File: src/design/tdq_fifo.sv
// Two-entry request queue used at the input and between the engine and
// the result ports. Depends on nothing.
module tdq_fifo #(
  parameter int W = 8
) (
  input  logic         clk,
  input  logic         rst_n,
  input  logic         push,
  input  logic [W-1:0] wdata,
  output logic         full,
  input  logic         pop,
  output logic [W-1:0] rdata,
  output logic         empty
);

  logic [W-1:0] mem_r [2];
  logic         wp_r, rp_r;
  logic [1:0]   cnt_r;
  logic         do_push, do_pop;

  assign full    = (cnt_r == 2'd2);
  assign empty   = (cnt_r == 2'd0);
  assign do_push = push && !full;
  assign do_pop  = pop && !empty;
  assign rdata   = mem_r[rp_r];

  always_ff @(posedge clk) begin
    if (!rst_n) begin
      wp_r  <= 1'b0;
      rp_r  <= 1'b0;
      cnt_r <= 2'd0;
    end else begin
      if (do_push) wp_r <= !wp_r;
      if (do_pop)  rp_r <= !rp_r;
      cnt_r <= cnt_r + {1'b0, do_push} - {1'b0, do_pop};
    end
  end

  always_ff @(posedge clk) begin
    if (do_push) mem_r[wp_r] <= wdata;
  end

endmodule

File: config.mk
export PLATFORM = sky130hd
export DESIGN_NAME = tdq_fifo
export DESIGN_NICKNAME = d
export VERILOG_FILES = /design/src/design/tdq_fifo.sv
export SDC_FILE = /design/constraint.sdc
export NUM_CORES = 1
export LEC_CHECK = 0
export ABC_AREA = 1
export BUFFER_PORTS_ARGS = -buffer_cell sky130_fd_sc_hd__buf_4
export CORE_MARGIN = 3
export CORE_UTILIZATION = 45
export CTS_CLUSTER_SIZE = 14
export DETAILED_ROUTE_END_ITERATION = 8
export PLACE_DENSITY_LB_ADDON = 0.2
export SETUP_SLACK_MARGIN = 0.15
export SKIP_CTS_REPAIR_TIMING = 1
export SLEW_MARGIN = 40
export SYNTH_ARGS = -nofsm -noshare
export SYNTH_HDL_FRONTEND = slang
export SYNTH_SLANG_ARGS = --single-unit
File: constraint.sdc
create_clock -name clk -period 1.35 [get_ports clk]
set_input_delay 0.135 -clock clk [delete_from_list [all_inputs] [get_ports clk]]
set_output_delay 0.135 -clock clk [all_outputs]
set_load 0.01 [all_outputs]
Word level (Yosys, flattened, before mapping)
Memory sizes are Yosys's and may differ from the RTL's. A register that Yosys moved wholly into a read port is not among the register bits.
Index checks and enable logic that the tools add are counted.
- flip-flop bits (word level): 4
- bits in writable memories: 16
- input bits: 12
- output and inout bits: 10
- word-level logic and storage cells: 18
- memories: 1
- add/subtract/negate cells: 2
- equality and inequality tests: 1
- muxes and demuxes: 4
- reduce and logical (&&, ||, !) cells: 7
- memory list (name ; words ; bits a word ; read ports ; clocked after Yosys merged registers in ; wr ports ; RTL line ; text):
    mem_r ; 2 ; 8 ; 1 ; 1 ; 1 ; 16 ; logic [W-1:0] mem_r [2];
- operators with widths (cell ; number):
    1-bit zero test ; 4
    1-bit two-way mux ; 4
    2-bit by 1-bit adder with 2-bit output ; 1
    2-bit equality test, second input constant ; 1
    1-bit logical AND ; 2
    2-bit zero test ; 1
    2-bit by 1-bit subtractor with 2-bit output ; 1

Depth between registers and ports, before layout
- depth in word-level cells: 5
- mapped depth: 11
- mapped depth without buffers: 11

Worst setup path after synthesis
No wires, ideal clock.
- kind: reg-to-reg
- from: register cnt_r[0]
- to: register cnt_r[1]
- setup time: 0.115 ns
- arrival: 1.313 ns
- data required time: 1.235 ns
- setup slack: -0.078 ns
- stages on the path, launching flop included: 11
- path buffers: 0
- clock period less this slack: 1.428 ns
- cell sequence: dfxtp_1 > inv_1 > nand2_1 > nand2_1 > ha_1 > inv_1 > ha_1 > inv_1 > nand2_1 > a21oi_1 > nor2_1
- cells in the longest elaborated chain, start to end: 5
- elaborated cells on any way between the ends: 8
- classes of those cells: add/sub: 2; eq/ne: 1; reduce/logical: 5
- ends and longest elaborated chain (what ; RTL line ; text):
    start: declaration ; 18 ; logic [1:0] cnt_r;
    start signal: assignment ; 35 ; cnt_r <= cnt_r + {1'b0, do_push} - {1'b0, do_pop};
    2-bit equality test ; 21 ; assign full = (cnt_r == 2'd2);
    1-bit zero test ; 23 ; assign do_push = push && !full;
    1-bit logical AND ; 23 ;
    2-bit by 1-bit adder with 2-bit output ; 35 ;
    2-bit by 1-bit subtractor with 2-bit output (*) ; 35 ;
Mark *: on every way between the ends. The rest lies on a longest branch, timed or not.
A chain may end at the register's enable or synchronous reset.

Worst setup path in the final report
- from: register cnt_r[1]
- to: register cnt_r[1]
- elaborated cells on any way between the ends: 8
- classes of those cells: add/sub: 2; eq/ne: 1; reduce/logical: 5
- RTL lines (what ; RTL line ; text):
    2-bit zero test ; 22 ; assign empty = (cnt_r == 2'd0);
    1-bit zero test ; 24 ; assign do_pop = pop && !empty;
    1-bit logical AND ; 24 ;
    via do_pop ; 19 ; logic do_push, do_pop;
    2-bit by 1-bit subtractor with 2-bit output ; 35 ;
The timed path passes the listed nets, and every way through them passes these cells.

==> flow_summary.json <==
{
  "worstSetupPathType": "reg2reg",
  "yosys_warnings": 0,
  "numCtsBuffers": 3,
  "synth_area_leader_cell": "edfxtp_1",
  "fp-row-count": 15,
  "pwr-share-clk_pct": 12.0,
  "max_freq_ghz": 0.708,
  "multi_input_area_sq_um": 318,
  "portBuffers": 21,
  "fillers": 120,
  "ff_latch_area_sq_um": 589,
  "ctsHtreeMaxLevel": 1,
  "max_slew_margin_pct": 87.2,
  "vias_per_cell": 4.70,
  "power_frac_seq_pct": 38.3,
  "syn_area_sq_um": 865,
  "antenna_cells": 0,
  "worstHoldPathType": "in2reg",
  "period_needed_ns": 1.41,
  "yosys.cell_count.top_type": "edfxtp_1",
  "dp_cells": 115,
  "yosysTopAreaCellShare_pct": 55.6,
  "tritoncts": "built",
  "cp.required_ns": 1.56,
  "critPathArrivalTime_ns": 1.62,
  "leakagePower_nw": 0.584,
  "syn_nets": 77,
  "finClkSkew_ns": 0.00265,
  "grt_pass1_wl_um": 2240,
  "grt_pass1_vias": 508,
  "hold_viol": 0,
  "synth_area_leaders": "edfxtp_1 56%, mux2_4 14%, dfxtp_1 12%, inv_1 3.9%, nand2_1 3.9%",
  "drcViolationCount": 0,
  "die_h_um": 49.8,
  "initial_core_util_pct": 49.0,
  "synth_edf_count": 16,
  "coreArea_sq_mm": 0.00176,
  "power.internal_mw": 1.67,
  "place_hpwl_um": 992,
  "synth_seq_cells": 21,
  "avgRoutedWirePerCell_um": 12.4,
  "fin_util_pct": 77.8,
  "setup_violations": 7,
  "antenna_found_initial": 0,
  "worst-path-buf-inv": 2,
  "cts_buffer_depth": 2,
  "hold_ws_ns": 0.0543,
  "num_io_pins": 22,
  "rsz0062_at_grt": "true",
  "synth-main-ff-cell": "edfxtp_1",
  "gp_congestion": 0.660,
  "comb_power_share_pct": 49.7,
  "layout.nets": 119,
  "maxSlewViolCount": 0,
  "status": "finished with violations",
  "violations": "setup timing",
  "drt-total-wl_um": 1600,
  "p_per_area_mw_per_mm2": 1790,
  "clk_latency_ns": 0.30,
  "cp-end-kind": "register",
  "die-area_sq_mm": 0.00248,
  "peakVddDrop_mv": 1.69,
  "synthCells": 63,
  "max_cap_violations": 0,
  "cts_num_sinks": 21,
  "cts.clk_slew.worst_paths_ns": 0.11,
  "clockRootBuffer": "clkbuf_4",
  "tightest_slew_ns": 0.191,
  "fin_crit_sh_pct": 105,
  "ys_types": 11,
  "vias": 606,
  "ant_nets": 0,
  "area_growth_pct": 58.8,
  "drive_above_1_share_pct": 63.5,
  "netSwitchingPower_mw": 0.784,
  "crit_chain": "nor2_4 > nor2_2 > ha_4 > inv_2 > ha_4 > inv_2 > nand2_2 > a21oi_2 > nor2_2",
  "syn-mean-instance-area_sq_um": 13.7,
  "cp_top_family": "adder cells",
  "cp_max_fo": 3,
  "synth_common_cells": "16 x edfxtp_1, 9 x inv_1, 9 x nand2_1, 8 x mux2_4, 6 x nor2_1",
  "grt_max_degree": 13,
  "start_kind": "register",
  "design_area_sq_mm": 0.00137,
  "drtPass1Iterations": 3,
  "crit_path_top_delay_cell": "dfxtp_4",
  "synth_seq_area_share_pct": 67.1,
  "grtUsageTotal_pct": 12.4,
  "dieWidth_um": 49.8,
  "gr-total-overflow": 0,
  "drt_iter0_markers": 2,
  "setup_ws_ns": -0.0619,
  "dp_slack_ns": -0.0467,
  "final_cells": 129,
  "dpl-instance-area_sq_mm": 0.00112,
  "synthArstFlopShare_pct": 0,
  "max_stage_delay_ns": 0.38,
  "p_sw_share_pct": 32.0
}
through the flow:
step	power, mW	setup TNS [ns]
2_1_floorplan	1.41	0
3_3_place_gp	1.74	-0.00931
3_5_place_dp	1.77	-0.0467
4_1_cts	2.07	-0.754
5_1_grt	2.61	-0.558
6_report	2.45	-0.0988
state kept, by name (all words and copies together) (netlist names), named ones only:
signal and flops:
cnt_r 2, wp_r 1, rp_r 1, mem_r 16
cell type report:
type / instances / share of cell area, %
Sequential cell: 21 / 42.9
Timing Repair Buffer: 38 / 27.0
Multi-Input combinational cell: 32 / 23.2
Inverter: 9 / 2.64
Tap cell: 25 / 2.28
Clock buffer: 3 / 1.64
Clock inverter: 1 / 0.365
power by group through the flow:
| stage | Sequential [mW] | Clock (mW) | Combinational (mW) |
|---|---|---|---|
| detailed placement | 0.920 | 0 | 0.854 |
| floorplan | 0.909 | 0 | 0.500 |
| finish | 0.938 | 0.295 | 1.22 |
| CTS | 0.907 | 0.306 | 0.860 |
| global placement | 0.914 | 0 | 0.829 |
| global route | 0.955 | 0.333 | 1.32 |
logic make-up (layout without fill, tap and decap cells):
kind of cell,Yosys count,in the layout,synth area share [%]
AO/OA/AOI/OAI,2,2,1.16
AND/OR/NAND/NOR,20,20,9.69
buffers and inverters,10,51,5.21
multiplexers,8,8,13.9
flip-flops,21,21,67.1
adder cells (fa/ha/maj),2,2,2.89
cell usage in the layout (no fill, tap or decap), types with 4 or more instances in the layout:
cell            n
buf_4          16
buf_6          12
dlygate4sd3_1   8
edfxtp_1       16
inv_2           5
mux2_4          8
nand2_2         4
nor2_1          4
worst register-to-register path: cells and delay by family, from the launching register on:
| kind | cells | cell delay, ns |
|---|---|---|
| AO/OA/AOI/OAI | 1 | 0.15 |
| adder cells (fa/ha/maj) | 2 | 0.41 |
| buffers and inverters | 2 | 0.09 |
| AND/OR/NAND/NOR | 4 | 0.29 |
| flip-flops | 1 | 0.38 |
metal layers:
metal  share of wire [%]  vias to the layer above  global-route usage [%]
met1                  41                      294                    13.9
met5                   0                        -                       0
met3                 3.2                        2                    3.93
li1                    -                      296                       -
met4                 1.3                        0                    8.29
met2                  55                       14                    20.0
worst paths after layout:
path         slack, ns           startpoint             endpoint  cells past startpoint
min               0.05                rst_n  cnt_r[0]$_SDFF_PN0_                      3
max reg2reg      -0.06  cnt_r[1]$_SDFF_PN0_  cnt_r[1]$_SDFF_PN0_                      9
max              -0.06  cnt_r[1]$_SDFF_PN0_  cnt_r[1]$_SDFF_PN0_                      9
min reg2reg       0.52    rp_r$_SDFFE_PN0P_             register                      2
(Power assumes the default switching activity.)
