<file path="config.mk">
export PLATFORM = sky130hd
export DESIGN_NAME = tdq_cells
export DESIGN_NICKNAME = d
export VERILOG_FILES = /design/src/design/tdq_pkg.sv /design/src/design/tdq_cells.sv
export SDC_FILE = /design/constraint.sdc
export NUM_CORES = 2
export LEC_CHECK = 0
export BUFFER_PORTS_ARGS = -buffer_cell sky130_fd_sc_hd__buf_4
export CORE_MARGIN = 5
export CORE_UTILIZATION = 40
export CTS_BUF_LIST = sky130_fd_sc_hd__clkbuf_4
export DETAILED_ROUTE_END_ITERATION = 8
export HOLD_SLACK_MARGIN = 0.1
export PLACE_DENSITY_LB_ADDON = 0.12
export SLEW_MARGIN = 20
export SYNTH_ARGS = -nofsm -noshare
export SYNTH_HDL_FRONTEND = slang
export SYNTH_SLANG_ARGS = --single-unit
</file>
<file path="constraint.sdc">
create_clock -name clk -period 10.2 [get_ports clk]
set_clock_uncertainty 0.1 [all_clocks]
set_input_delay 1.02 -clock clk [delete_from_list [all_inputs] [get_ports clk]]
set_output_delay 1.02 -clock clk [all_outputs]
set_load 0.05 [all_outputs]
</file>
<file path="src/design/tdq_pkg.sv">
// Package for the timer deadline queue: field widths, codes, request types
// and the delay clamp function. Depends on nothing; every other file but tdq_fifo imports it.
package tdq_pkg;

  localparam int ExpW          = 48;
  localparam int PerW          = 32;
  localparam int IdW           = 8;
  localparam int DlyW          = 16;
  localparam int DefTableDepth = 16;
  localparam int MaxFire       = 16;

  localparam logic [DlyW-1:0] MinDelayReset = 16'd100;

  localparam logic CmdAdd  = 1'b0;
  localparam logic CmdTick = 1'b1;

  localparam logic [1:0] StatOk   = 2'd0;
  localparam logic [1:0] StatFull = 2'd1;
  localparam logic [1:0] StatDup  = 2'd2;

  typedef struct packed {
    logic [ExpW-1:0] expiry;
    logic [IdW-1:0]  owner;
    logic [PerW-1:0] period;
  } entry_t;

  typedef struct packed {
    logic            cmd;
    logic [ExpW-1:0] expire_time;
    logic [PerW-1:0] repeat_interval;
    logic [IdW-1:0]  timer_id;
    logic [ExpW-1:0] now_time;
  } in_item_t;

  typedef struct packed {
    logic            fired_valid;
    logic [IdW-1:0]  fired_id;
    logic            last_result;
    logic            next_valid;
    logic [ExpW-1:0] next_delay;
    logic            earliest_changed;
    logic [1:0]      add_status;
  } out_item_t;

  typedef struct packed {
    logic ins;
    logic pop;
  } cell_op_t;

  // Delay from now to an expiry, zero when already due, raised to the floor.
  function automatic logic [ExpW-1:0] clamp_delay(input logic [ExpW-1:0] when_t,
                                                  input logic [ExpW-1:0] now_t,
                                                  input logic [DlyW-1:0] floor_t);
    logic [ExpW:0]   diff;
    logic [ExpW-1:0] d;
    diff = {1'b0, when_t} - {1'b0, now_t};
    d    = (diff[ExpW] || diff[ExpW-1:0] == '0) ? '0 : diff[ExpW-1:0];
    if (d < {{(ExpW-DlyW){1'b0}}, floor_t}) begin
      d = {{(ExpW-DlyW){1'b0}}, floor_t};
    end
    return d;
  endfunction

endpackage

</file>
<file path="src/design/tdq_cells.sv">
// Sorted cell chain holding the timers in (expiry, id) order, head at cell 0.
// Depends on tdq_pkg.
module tdq_cells #(
  parameter int DEPTH = 16
) (
  input  logic             clk,
  input  logic             rst_n,
  input  tdq_pkg::cell_op_t op,
  input  tdq_pkg::entry_t  key,
  output tdq_pkg::entry_t  head,
  output logic             head_vld,
  output logic             full,
  output logic             dup
);
  import tdq_pkg::*;

  entry_t           cell_r [DEPTH];
  entry_t           cell_nxt [DEPTH];
  entry_t           prv [DEPTH];
  entry_t           aft [DEPTH];
  logic [DEPTH-1:0] vld_r, vld_nxt;
  logic [DEPTH-1:0] lt, lt_sh, hit;

  always_comb begin
    for (int i = 0; i < DEPTH; i++) begin
      lt[i]  = !vld_r[i] || ({key.expiry, key.owner} < {cell_r[i].expiry, cell_r[i].owner});
      hit[i] = vld_r[i] && key.expiry == cell_r[i].expiry && key.owner == cell_r[i].owner;
    end
    lt_sh  = {lt[DEPTH-2:0], 1'b0};
    prv[0] = key;
    for (int i = 1; i < DEPTH; i++) prv[i] = cell_r[i-1];
    for (int i = 0; i < DEPTH-1; i++) aft[i] = cell_r[i+1];
    aft[DEPTH-1] = cell_r[DEPTH-1];
  end

  // Cells at and after the insertion point move one place back; the first
  // of them takes the new timer. A pop moves everything one place forward.
  always_comb begin
    for (int i = 0; i < DEPTH; i++) begin
      cell_nxt[i] = cell_r[i];
      if (op.ins && lt[i]) begin
        cell_nxt[i] = lt_sh[i] ? prv[i] : key;
      end else if (op.pop) begin
        cell_nxt[i] = aft[i];
      end
    end
    if (op.ins) begin
      vld_nxt = {vld_r[DEPTH-2:0], 1'b1};
    end else if (op.pop) begin
      vld_nxt = {1'b0, vld_r[DEPTH-1:1]};
    end else begin
      vld_nxt = vld_r;
    end
  end

  always_ff @(posedge clk) begin
    if (!rst_n) begin
      vld_r <= '0;
    end else begin
      vld_r <= vld_nxt;
    end
  end

  always_ff @(posedge clk) begin
    for (int i = 0; i < DEPTH; i++) cell_r[i] <= cell_nxt[i];
  end

  assign head     = cell_r[0];
  assign head_vld = vld_r[0];
  assign full     = vld_r[DEPTH-1];
  assign dup      = |hit;

endmodule

</file>
# After elaboration in Yosys (flattened, before gate mapping)
# Memory sizes are Yosys's and may differ from the RTL's.
# Cells that the tools add are included.
# Widths: inputs -> output; s select.
# word_totals
out_inout_bits,91
memories,1
regBits,16
elab_cells,180
mem_bits_rw,1408
input_bits,92
# classes
n_lt_le_gt_ge,16
eq_ne,32
muxes,48
n_reduce_logical,82
# mem_list
name,depth,word_bits,rd,rd_ports_with_merged_regs,wr,line,text
cell_r,16,88,16,0,16,tdq_cells.sv:17,entry_t cell_r [DEPTH];
# ops
op,count
$mux 88,46
$lt 56x56->1,16
$eq 48x48->1,16
$eq 8x8->1,16
$logic_and 1x1->1,48
$mux 16,2
$logic_not 1->1,16
$logic_or 1x1->1,16
$reduce_or 16->1,1
$reduce_bool 2->1,1

# Depth between registers and ports, before layout
# An unclocked memory read counts as a cell.
# logic_depth
word_depth,5
depth_mapped,15
mapped_depth_nobuf,10

# Least setup slack after synthesis
# No wires, ideal clock.
# synth_path
kind,input to register
from,input port key[32] (netlist name)
to,"memory cell_r[1][616] (netlist name), enable pin"
path_stages,11
path_buffers,1
setup_slack_ns,2.670
required_time_ns,9.528
setup_time_ns,0.572
arrival_time_ns,6.858
path_cell_list,clkbuf_1 inv_1 ha_1 nor2b_1 o21a_1 o21a_1 o211ai_1 a211oi_1 nor3_1 o21ai_0 a22oi_1
# synth_lines
item,line,text
from (decl),tdq_cells.sv:9,"input tdq_pkg::entry_t key,"
to (decl),tdq_cells.sv:17,

# Worst setup path after layout
# layout_path
from,input port key[81] (netlist name)
to,output port dup
# layout_between
elab_chain_cells,4
elab_cells_between_ends,49
cone_classes,eq/ne (16); reduce/logical (33)
# layout_rtl
item,line,text
$eq 48x48->1,tdq_cells.sv:27,hit[i] = vld_r[i] && key.expiry == cell_r[i].expiry && key.owner == cell_r[i].owner;
$logic_and 1x1->1 (2 in a row),tdq_cells.sv:27,
$reduce_or 16->1 *,tdq_cells.sv:71,assign dup = |hit;
to (decl),tdq_cells.sv:13,output logic dup
# Every way passes the cells marked *; elsewhere a longest branch is shown, timed or not.

==> summary.txt <==
Status
  • Status: finished, final reports clean

Placement
  • HPWL after detailed placement: 214,000 µm
  • Final GP Congestion: 0.875
  • Port-buffer cells: 182
  • DP Area: 98,000 µm²

Pwr
  • Logic gate share of total power: 27.6%
  • Clock power frac: 27.9%
  • VDD IR max: ~140 µV
  • Sw Pwr: slightly above 0.007 W
  • Sequential share of power: 44.4%
  • P_leak: 43.5 nW
  • Switching share of power: 35.2%
  • P per Cell Area: a little under 200 nW/µm²
  • Pint: 0.0131 W

GRT
  • Overall global routing resource usage: about 26%
  • Pin count of the biggest net entering global routing: about 180
  • M1 GR Usage: roughly 34%
  • GR Util met3: between 3 and 4%
  • Initial antenna violation count: 7
  • Vias in the first global route: 74,700
  • First-pass GRT wire length: 478,000 µm
  • Met2 Usage GRT: between 40% and 50%
  • Grt peak-use layer: met2
  • GR Overflow Total: 0

Clocking
  • Clk buf depth: 4
  • Clk sinks: 1,424
  • Setup bufs post-CTS: 0
  • CTS H-Tree Depth: 5
  • Clk_lat worst skew: 1.57 ns
  • CTS buffer count: 433
  • Root buf cell: clkbuf_4
  • Clock transition at path regs: 0.07 ns
  • CTS Hold Bufs: 88
  • Post_cts resized: 0
  • CTS tree: done

Detailed routing
  • DRT Wirelength: 323,000 µm
  • Via density: 5.71
  • First-pass DRT Iterations: 6
  • Vias: roughly 74,000
  • Routed wire per std cell: 25.0 µm
  • Final ANT Viol Nets: 0
  • Initial drt markers: 5,743
  • DRC: 0

Logic synthesis
  • Synth area leaders: edfxtp_1 (45%), mux2i_1 (13%), ha_1 (12%), a21oi_1 (6.6%), o21ai_0 (3.9%)
  • Most numerous cell in the Yosys netlist: edfxtp_1
  • Number of flops mapped to enable cells by yosys: 1,408
  • Avg Cell Area, Syn: about 10 µm²
  • Syn Inst Count: 9,213
  • Unique masters post-synth: 71
  • Register area share after synthesis: 45.5%
  • Syn Nets: 10,200
  • Synthesized flop and latch total: 1,424
  • Top_reg_cell synth: edfxtp_1
  • Largest family of logic cells by synthesized area: multiplexers
  • Async SR Flop Fraction: 0%
  • Synth Area in Simple Gates: 8.37%
  • XOR/XNOR Fraction of Synth Area: 0%
  • Ys Warns: 0
  • Synth top area share: 45.2%
  • Synth cell count leaders: edfxtp_1 (1,408), a21oi_1 (1,230), mux2i_1 (1,205)
  • Post-synthesis compound-gate area fraction: about an eighth
  • Post-Synth Adder-Cell Area: 12.0%
  • Multiplexer share of the synthesized area: 15.0%
  • Yosys top cell by area: edfxtp_1
  • Mapped cell area: 93,600 µm²

Worst setup path
  • Critical path class: primary input to output pin
  • Crit-path max FO: 32
  • Setup crit end kind: output pin
  • Crit start category: primary input
  • WP data arrival: 5.95 ns
  • R2R Setup Slk: approximately 3.6 ns
  • Critical path required time: 9.08 ns

Floorplanning
  • Die X: a little under 500 µm
  • Die height: slightly below 500 µm
  • Die ar.: 244,000 µm²
  • Rows: around 180
  • I/O pin cnt: 183
  • Starting Density: 40.2%
  • Core area: 233,000 µm²

Cells and area
  • Fraction of layout instances using a drive strength above 1: around an eighth
  • Final instance area: 104,000 µm²
  • Nets: roughly 10,000
  • Layout overhead on the synthesized area: 11.3%

STA
  • Post-Route Setup TNS: 0 ns
  • Worst-Margin Slew: 1.16 ns
  • Fin crit period: slightly above 7 ns
  • Final Max Tran Viols: 0
  • Final hold violations: 0
  • RSZ-0062 raised after global routing: no
  • Final Setup Violations: 0
  • Fin crit share: 69.3%
  • Max frequency: 141 MHz
  • Max transition margin: 20.9%

Flow run
  • MaxCap Viol Count: 0

Min path
  • Hold Path Class: primary input to register
-- cell type report --
| class | count | area, µm² |
|---|---|---|
| antenna | 17 | 42.5 |
| clock buffer | 642 | 4820 |
| clock inverter | 87 | 424 |
| fill | 22600 | 129000 |
| inverter | 905 | 3400 |
| multi-input combinational | 6323 | 45700 |
| sequential | 1424 | 42600 |
| tap | 3132 | 3920 |
| timing repair buffer | 382 | 3330 |
-- final timing paths --
path | from | endpoint | cells past startpoint
setup / recovery | key[81] | dup | 12
hold reg to reg | cell_r[0][369] | cell_r[0][281] | 2
setup reg to reg | cell_r[1][561] | cell_r[1][544] | 11
hold / removal | key[38] | cell_r[0][126] | 4
-- per-stage QoR --
stage	setup slack (ns)	utilization (%)	instances	total power (W)	hold slack, ns
6_report	3.13	44.8	12900	0.0202	0.241
5_1_grt	3.06	44.8	12900	0.0215	0.155
3_5_place_dp	2.56	42.1	12100	0.0146	0.439
4_1_cts	3.13	44.7	12900	0.0204	0.115
3_3_place_gp	2.56	42.1	12100	0.0145	0.408
2_1_floorplan	2.67	-	9213	0.0126	0.393
-- per-layer routing --
metal / share of wire, % / up-vias
li1: - / 34300
met1: 44 / 36600
met2: 46 / 2306
met3: 5.6 / 609
met4: 3.8 / 0
met5: 0 / -
-- cells by family (layout without fill, tap and decap cells) --
family          Yosys count  after routing
simple gates           1787           1787
compound gates         2260           2260
other cells               0             17
flops                  1424           1424
buf+inv                1466           2016
fa+ha+maj               896            896
mux                    1380           1380
-- flip-flops by register name, summed over array words and instances, names as in the netlist --
signal  cells
vld_r      16
cell_r   1408
-- cell usage in the layout (no fill, tap or decap), types with 15 or more instances in the layout --
cell type and n:
a211oi_1 24, a21o_1 96, a21oi_1 1229, a221oi_1 19, and4_1 17, buf_12 15
buf_4 275, clkbuf_4 642, clkinv_1 72, dfxtp_1 16, diode_2 17, dlygate4sd3_1 88
edfxtp_1 1408, ha_1 896, inv_1 904, mux2_2 175, mux2i_1 1205, nand2_1 832
nand3_1 113, nand4_1 160, nor2_1 433, nor2b_1 25, nor3_1 92, nor4_1 36
o211ai_1 31, o21ai_0 722
-- power groups by stage --
| stage | sequential [W] | clock (W) | combinational (W) |
|---|---|---|---|
| finish | 0.00900 | 0.00565 | 0.00559 |
| global route | 0.00913 | 0.00612 | 0.00625 |
| CTS | 0.00899 | 0.00580 | 0.00559 |
| detailed placement | 0.00910 | 0 | 0.00554 |
| global placement | 0.00909 | 0 | 0.00539 |
| floorplan | 0.00892 | 0 | 0.00368 |
-- critical path: stages --
cell	delay, ns
dlygate4sd3_1	0.53
buf_4	0.43
ha_1	0.25
nand4_1	0.25
nor4_1	0.91
nand3_1	0.45
nor4_1	0.86
nand2_1	0.22
o41ai_1	0.16
a31oi_1	0.16
nand4_1	0.36
buf_4	0.27
(Power assumes the default switching activity.)
