<file path="src/design/tdq_pkg.sv">
// Package for the timer deadline queue: field widths, codes, request types
// and the delay clamp function. Depends on nothing; every other file but tdq_fifo imports it.
package tdq_pkg;

  localparam int ExpW          = 48;
  localparam int PerW          = 32;
  localparam int IdW           = 8;
  localparam int DlyW          = 16;
  localparam int DefTableDepth = 16;
  localparam int MaxFire       = 16;

  localparam logic [DlyW-1:0] MinDelayReset = 16'd100;

  localparam logic CmdAdd  = 1'b0;
  localparam logic CmdTick = 1'b1;

  localparam logic [1:0] StatOk   = 2'd0;
  localparam logic [1:0] StatFull = 2'd1;
  localparam logic [1:0] StatDup  = 2'd2;

  typedef struct packed {
    logic [ExpW-1:0] expiry;
    logic [IdW-1:0]  owner;
    logic [PerW-1:0] period;
  } entry_t;

  typedef struct packed {
    logic            cmd;
    logic [ExpW-1:0] expire_time;
    logic [PerW-1:0] repeat_interval;
    logic [IdW-1:0]  timer_id;
    logic [ExpW-1:0] now_time;
  } in_item_t;

  typedef struct packed {
    logic            fired_valid;
    logic [IdW-1:0]  fired_id;
    logic            last_result;
    logic            next_valid;
    logic [ExpW-1:0] next_delay;
    logic            earliest_changed;
    logic [1:0]      add_status;
  } out_item_t;

  typedef struct packed {
    logic ins;
    logic pop;
  } cell_op_t;

  // Delay from now to an expiry, zero when already due, raised to the floor.
  function automatic logic [ExpW-1:0] clamp_delay(input logic [ExpW-1:0] when_t,
                                                  input logic [ExpW-1:0] now_t,
                                                  input logic [DlyW-1:0] floor_t);
    logic [ExpW:0]   diff;
    logic [ExpW-1:0] d;
    diff = {1'b0, when_t} - {1'b0, now_t};
    d    = (diff[ExpW] || diff[ExpW-1:0] == '0) ? '0 : diff[ExpW-1:0];
    if (d < {{(ExpW-DlyW){1'b0}}, floor_t}) begin
      d = {{(ExpW-DlyW){1'b0}}, floor_t};
    end
    return d;
  endfunction

endpackage

</file>
<file path="src/design/tdq_back.sv">
// Back end sequencer: runs add and tick requests against the cell chain
// and writes result requests to the output queue. Depends on tdq_pkg.
module tdq_back (
  input  logic                     clk,
  input  logic                     rst_n,
  input  logic [tdq_pkg::DlyW-1:0] min_delay,
  input  tdq_pkg::in_item_t        in_item,
  input  logic                     in_avail,
  output logic                     in_take,
  output tdq_pkg::cell_op_t        op,
  output tdq_pkg::entry_t          key,
  input  tdq_pkg::entry_t          head,
  input  logic                     head_vld,
  input  logic                     cell_full,
  input  logic                     cell_dup,
  output tdq_pkg::out_item_t       res,
  output logic                     res_push,
  input  logic                     res_full
);
  import tdq_pkg::*;

  localparam int CntW = $clog2(MaxFire + 1);
  localparam int IdxW = $clog2(MaxFire);

  localparam logic [2:0] S_IDLE = 3'd0;
  localparam logic [2:0] S_ADD  = 3'd1;
  localparam logic [2:0] S_POP  = 3'd2;
  localparam logic [2:0] S_SUM  = 3'd3;
  localparam logic [2:0] S_RINS = 3'd4;
  localparam logic [2:0] S_EMIT = 3'd5;

  logic [2:0]      st_r, st_nxt;
  in_item_t        cur_r, cur_nxt;
  logic [CntW-1:0] n_r, n_nxt, k_r, k_nxt;
  logic [ExpW-1:0] t_r, t_nxt;
  logic [IdW-1:0]  buf_id [MaxFire];
  logic [PerW-1:0] buf_per [MaxFire];
  logic            buf_we;
  logic [IdxW-1:0] k_idx;
  logic [ExpW:0]   sum;
  logic [1:0]      stat;
  logic            last;

  assign k_idx = k_r[IdxW-1:0];
  assign sum   = {1'b0, cur_r.now_time} + {{(ExpW-PerW+1){1'b0}}, buf_per[k_idx]};

  always_comb begin
    st_nxt   = st_r;
    cur_nxt  = cur_r;
    n_nxt    = n_r;
    k_nxt    = k_r;
    t_nxt    = t_r;
    in_take  = 1'b0;
    op       = '0;
    res      = '0;
    res_push = 1'b0;
    buf_we   = 1'b0;
    stat     = StatOk;
    last     = 1'b0;
    key      = '{expiry: cur_r.expire_time, owner: cur_r.timer_id,
                 period: cur_r.repeat_interval};
    unique case (st_r)
      S_IDLE: begin
        if (in_avail) begin
          in_take = 1'b1;
          cur_nxt = in_item;
          n_nxt   = '0;
          k_nxt   = '0;
          st_nxt  = (in_item.cmd == CmdAdd) ? S_ADD : S_POP;
        end
      end
      S_ADD: begin
        if (!res_full) begin
          stat = cell_full ? StatFull : (cell_dup ? StatDup : StatOk);
          op.ins          = (stat == StatOk);
          res_push        = 1'b1;
          res.last_result = 1'b1;
          res.add_status  = stat;
          if (stat == StatOk && (!head_vld || cur_r.expire_time < head.expiry)) begin
            res.earliest_changed = 1'b1;
            res.next_valid       = 1'b1;
            res.next_delay       = clamp_delay(cur_r.expire_time, cur_r.now_time, min_delay);
          end
          st_nxt = S_IDLE;
        end
      end
      S_POP: begin
        if (n_r != CntW'(MaxFire) && head_vld && head.expiry <= cur_r.now_time) begin
          op.pop = 1'b1;
          buf_we = 1'b1;
          n_nxt  = n_r + 1'b1;
        end else begin
          st_nxt = S_SUM;
        end
      end
      S_SUM: begin
        if (k_r == n_r) begin
          k_nxt  = '0;
          st_nxt = S_EMIT;
        end else if (buf_per[k_idx] != '0) begin
          t_nxt  = sum[ExpW] ? {ExpW{1'b1}} : sum[ExpW-1:0];
          st_nxt = S_RINS;
        end else begin
          k_nxt = k_r + 1'b1;
        end
      end
      S_RINS: begin
        key    = '{expiry: t_r, owner: buf_id[k_idx], period: buf_per[k_idx]};
        op.ins = !cell_dup;
        k_nxt  = k_r + 1'b1;
        st_nxt = S_SUM;
      end
      S_EMIT: begin
        if (!res_full) begin
          last            = (n_r == '0) || (CntW'(k_r + 1'b1) == n_r);
          res_push        = 1'b1;
          res.fired_valid = (n_r != '0);
          res.fired_id    = (n_r != '0) ? buf_id[k_idx] : '0;
          res.last_result = last;
          if (last && head_vld) begin
            res.next_valid = 1'b1;
            res.next_delay = clamp_delay(head.expiry, cur_r.now_time, min_delay);
          end
          k_nxt  = k_r + 1'b1;
          st_nxt = last ? S_IDLE : S_EMIT;
        end
      end
      default: st_nxt = S_IDLE;
    endcase
  end

  always_ff @(posedge clk) begin
    if (!rst_n) begin
      st_r <= S_IDLE;
    end else begin
      st_r <= st_nxt;
    end
  end

  always_ff @(posedge clk) begin
    cur_r <= cur_nxt;
    n_r   <= n_nxt;
    k_r   <= k_nxt;
    t_r   <= t_nxt;
    if (buf_we) begin
      buf_id[n_r[IdxW-1:0]]  <= head.owner;
      buf_per[n_r[IdxW-1:0]] <= head.period;
    end
  end

endmodule

</file>
<file path="config.mk">
export PLATFORM = sky130hd
export DESIGN_NAME = tdq_back
export DESIGN_NICKNAME = d
export VERILOG_FILES = /design/src/design/tdq_pkg.sv /design/src/design/tdq_back.sv
export SDC_FILE = /design/constraint.sdc
export NUM_CORES = 1
export LEC_CHECK = 0
export BUFFER_PORTS_ARGS = -buffer_cell sky130_fd_sc_hd__buf_2
export CAP_MARGIN = 15
export CORE_UTILIZATION = 60
export DETAILED_ROUTE_END_ITERATION = 16
export PLACE_DENSITY = 0.88
export SETUP_SLACK_MARGIN = 0.5
export SYNTH_ARGS = -nofsm -noshare
export SYNTH_HDL_FRONTEND = slang
export SYNTH_SLANG_ARGS = --single-unit
</file>
<file path="constraint.sdc">
create_clock -name clk -period 28.6 [get_ports clk]
set_input_delay 5.72 -clock clk [delete_from_list [all_inputs] [get_ports clk]]
set_output_delay 5.72 -clock clk [all_outputs]
set_load 0.01 [all_outputs]
</file>
Word-level counts from Yosys, hierarchy flattened
Memory sizes are Yosys's and may differ from the RTL's. A register that Yosys moved wholly into a read port is not among the register bits.
Index checks and enable logic that the tools add are counted.
- bits in latches: 0
- memories: 2
- bits in registers: 197
- word-level logic and storage cells: 103
- output and inout bits: 154
- input port bits: 248
- RAM bits: 640
- bits in read-only memories: 0
- memory list (memory ; words ; width ; rd ports ; clocked after Yosys merged registers in ; wr ports ; RTL line ; text):
    buf_per ; 16 ; 32 ; 1 ; 1 ; 1 ; tdq_back.sv:37 ; logic [PerW-1:0] buf_per [MaxFire];
    buf_id ; 16 ; 8 ; 1 ; 1 ; 1 ; tdq_back.sv:36 ; logic [IdW-1:0] buf_id [MaxFire];
- div/mod/pow operators: 0
- eq/ne operators: 15
- shift operators: 0
- add/subtract/negate cells: 5
- bitwise logic cells: 1
- reduce and logical (&&, ||, !) cells: 25
- $lt $le $gt $ge: 4
- muxes and demuxes: 43
- multiply operators: 0
- operators with widths (cell ; number):
    48-bit two-way mux ; 4
    50-bit case mux with 2 select lines ; 1
    48-bit by 48-bit subtractor with 49-bit output ; 2
    48-bit zero test ; 2
    48-bit by 16-bit less-than comparator with 1-bit output ; 2
    88-bit two-way mux ; 1
    59-bit two-way mux ; 1
    53-bit two-way mux ; 1
    50-bit two-way mux ; 1
    48-bit by 32-bit adder with 49-bit output ; 1
    49-bit two-way mux ; 1
    48-bit <= comparator ; 1
    48-bit less-than comparator ; 1
    32-bit nonzero test ; 1
    5-bit two-way mux ; 5
    3-bit two-way mux ; 8
    5-bit case mux with 4 select lines ; 1
    3-bit case mux with 6 select lines ; 1
    5-bit by 1-bit adder with 5-bit output, second input constant ; 2
    5-bit == test ; 2
    2-bit != test, second input constant ; 5
    5-bit case mux with 2 select lines ; 1
    1-bit two-way mux ; 9
    9-bit two-way mux ; 1
    other kinds (24) ; 38

Depth between registers and ports, before layout
- depth in word-level cells: 9
- mapped depth: 29
- gate-level depth less buffers: 27

Least setup slack after synthesis
Ideal clock, no wire load.
- path kind: input -> output
- start: input in_avail
- end: output in_take
- data required time: 22.880 ns
- arrival time: 19.700 ns
- buffers on the path: 0
- stages: 1
- slack: 3.180 ns
- path through: nor4b_1
- word-level cells in the longest chain between the ends: 2
- RTL lines (what ; RTL line ; text):
    start: declaration ; tdq_back.sv:8 ; input logic in_avail,
    1-bit two-way mux ; tdq_back.sv:64 ; if (in_avail) begin
    1-bit two-way mux ; tdq_back.sv:62 ; unique case (st_r)
    end: declaration ; tdq_back.sv:9 ; output logic in_take,
No other way between the ends.

==> out/summary.txt <==
#FFs+latches synth - 841
Reg area - 25,190 um^2
Synthesized Nets - 3,616
Clock power frac - 27.7%
Worst-skew pair later-pin latency - 0.66 ns
Core area - 71,730 um^2
Synthesized instance count - 3,155
Die Ht - 271.8 um
DR vias/cell - 6.826
Sequential power share - 37.1%
Final wirelength - 140,400 um
Starting DRC count in detailed routing - 3,961
Fmax - 0.05683 GHz
TritonRoute pass-1 iters - 6
Final Cycle Share - 61.53%
Setup TNS - 0 ns
H-tree depth - 3
IO Count - 402
WP data required - 22.88 ns
Slew HR - 25.64%
CTS root buffer - clkbuf_16
Startpoint Class - input port
Critical Path AT - 11.88 ns
Hold Crit Class - reg2reg
RSZ-0062 raised after global routing - false
Switching pwr - 1.434 mW
Share of cells above drive strength 1 - 25.61%
Total Power - 4.072 mW
All-Layer GR Usage - 37.53%
Crit-path max FO - 19
Residual DRC count - 0
Max Cap Violations - 0
Peak supply drop - 0.05987 mV
Initial antenna violation count - 17
CTS max path bufs - 3
Clk_skew - 0.04751 ns
Routability-driven placement congestion ratio - 1.014
Placement Setup Slack - 11.11 ns
Fin. Hold Viols - 0
Most common cell after layout, fill and taps aside - edfxtp_1
Avg Cell Area, Syn - 13.84 um^2
Power density cells - 82.11 nW/um^2
# rows - 98
Comb power frac - 35.3%
CTS clk-pin slew, worst paths - 0.06 ns
Outcome - completed
# Post-CTS Setup Buffers - 0
Internal - 2.638 mW
Ys async rst share - 0%
Largest net degree at the start of global routing - 62
Post-layout util - 69.14%
DIE AREA - 73,860 um^2
Switching power share of the total - 35.21%
Multi-input gate area - 17,450 um^2
Gates resized, CTS repair - 0
Worst setup margin - 11.00 ns
CTS tree - yes
HPWL Detailed - 93,660 um
Most frequent cells in the layout - edfxtp_1 (834), buf_2 (401), nand2_1 (216)
Antenna-violating nets left - 0
Kind of critical path - in2out
Via count - 31,300
Ys flop type - edfxtp_1
Pleak - 18.09 nW
Area grow syn2layout - 13.58%
Vias in the first global route - 30,980
Crit. End Element - output pin
# setup viols final - 0
Sequential share of the synthesized area - 57.67%
Final global-route overflow total - 0
I/O Buffers - 401
Fin. max-slew vios - 0
Initial Util - 60.88%
Post-synth EDFFs - 834
Post-route minimum period - 17.60 ns
Worst-margin pin slew - 1.115 ns
DR WL/cell - 30.62 um
CTS Buf Count - 85
Layout fillers - 4,759
Synth warn - 0
Clock sinks - 841
Die W - 271.8 um
Post-synthesis cell area - 43,670 um^2
Hold_buf cts - 0
First-pass GRT wire length - 201,300 um
Final net count - 4,016
Netlist cell types - 96
## cell usage after synthesis, types with 8 or more instances
master     instances  share of area (%)
a31oi_1           11               0.16
nor3_1            45               0.52
nand4_1           70                1.0
mux2_2            88                2.3
inv_1            169                1.5
and2_1            16               0.23
clkbuf_1          78               0.67
nand3_1           53               0.61
o21ai_0          117                1.3
ha_1             210                6.0
a21oi_1          185                2.1
o221ai_1           8               0.16
o211ai_1          19               0.33
o31ai_1            9               0.15
o21ai_1           11               0.13
o221ai_2          10               0.34
nor2_1           173                1.5
nand2_1          216                1.9
nor2b_1           28               0.40
o2111ai_1          9               0.18
a211oi_1          33               0.57
o22ai_1           19               0.27
or2_2             17               0.24
o2bb2ai_1         13               0.26
and3_1            25               0.36
a21o_1            46               0.79
o21a_1            28               0.48
xor2_1            52                1.0
buf_1             23               0.20
nor4_1            27               0.39
or3_1             20               0.29
edfxtp_1         834                 57
nand3b_1          10               0.17
buf_2             19               0.22
nand2b_1          29               0.42
mux4_2           200                 10
o21bai_1          22               0.38
xnor2_1           73                1.5
## path summary, 6_finish.rpt
check	startpoint	end	slack, ns	cells after the start
max	head[67]	res[10]	11.00	26
min	cur_r[35]$_DFFE_PP_	t_r[35]$_SDFFCE_PP1P_	0.61	2
max reg2reg	flop	t_r[46]$_SDFFCE_PP1P_	20.63	19
min reg2reg	cur_r[35]$_DFFE_PP_	t_r[35]$_SDFFCE_PP1P_	0.61	2
## sequential cells by signal, indices dropped and copies added, names as in the netlist, named ones only
name and count:
st_r 3, k_r 5, n_r 5, cur_r 136, buf_per 512, t_r 48, buf_id 128
## power groups by stage
stage | registers [mW] | logic, mW | clock network, mW
6_report | 1.51 | 1.44 | 1.13
3_5_place_dp | 1.53 | 1.38 | 0
2_1_floorplan | 1.51 | 0.994 | 0
4_1_cts | 1.51 | 1.40 | 1.13
3_3_place_gp | 1.53 | 1.37 | 0
5_1_grt | 1.51 | 1.53 | 1.17
## metrics by stage
stage | cell area, um^2 | hold slack, ns | std cells
after floorplan | 43670 | 0.5259 | 3155
after global placement | 46750 | 0.5653 | 4416
after detailed placement | 46760 | 0.5736 | 4417
after CTS | 49560 | 0.6095 | 4573
after global routing | 49590 | 0.6340 | 4582
final | 49600 | 0.6091 | 4586
## final cells by class
class | instances | share of cell area, %
antenna | 12 | 0.06055
clock buffer | 100 | 4.508
clock inverter | 56 | 1.138
inverter | 169 | 1.279
multi-input combinational | 2018 | 35.19
sequential | 841 | 50.80
tap | 950 | 2.397
timing repair buffer | 440 | 4.629
## routing by layer
metal  GRT usage [%]  wire, um  vias up
met5               0        43        -
met4           18.73      7332        6
met3           7.209     15010      468
met2           62.49     68540     2285
met1           47.20     49500    15330
li1                -         -    13210
## cells by family (layout without fill, tap and decap cells)
kind of cell,Yosys count,count (layout),synth area share [%]
multiplexers,294,294,12.73
AND/OR/NAND/NOR,770,770,8.845
XOR/XNOR,125,125,2.507
other,0,12,0
adder cells (fa/ha/maj),213,213,6.155
AO/OA/AOI/OAI,616,616,9.424
buffers and inverters,296,765,2.662
flip-flops,841,841,57.67
## worst max-delay path: stages
cell and delay, ns:
buf_2 0.14, ha_1 0.42, a21oi_1 0.26, o21ai_0 0.24, a21o_1 0.25, or3_1 0.36, o21ba_2 0.24, a21oi_1 0.36
nor2_1 0.10, a211oi_2 0.21, buf_4 0.29, nor2b_1 0.09, ha_1 0.30, a21o_1 0.16, a21o_1 0.17, a21oi_1 0.17
nor2_1 0.06, a211oi_1 0.21, nor2_1 0.06, nor4bb_1 0.55, nand2_1 0.19, a211oi_1 0.36, a21o_1 0.49, or2_2 0.21
o221ai_2 0.07, buf_2 0.16
Note: power is estimated with default switching activity, not from simulation.
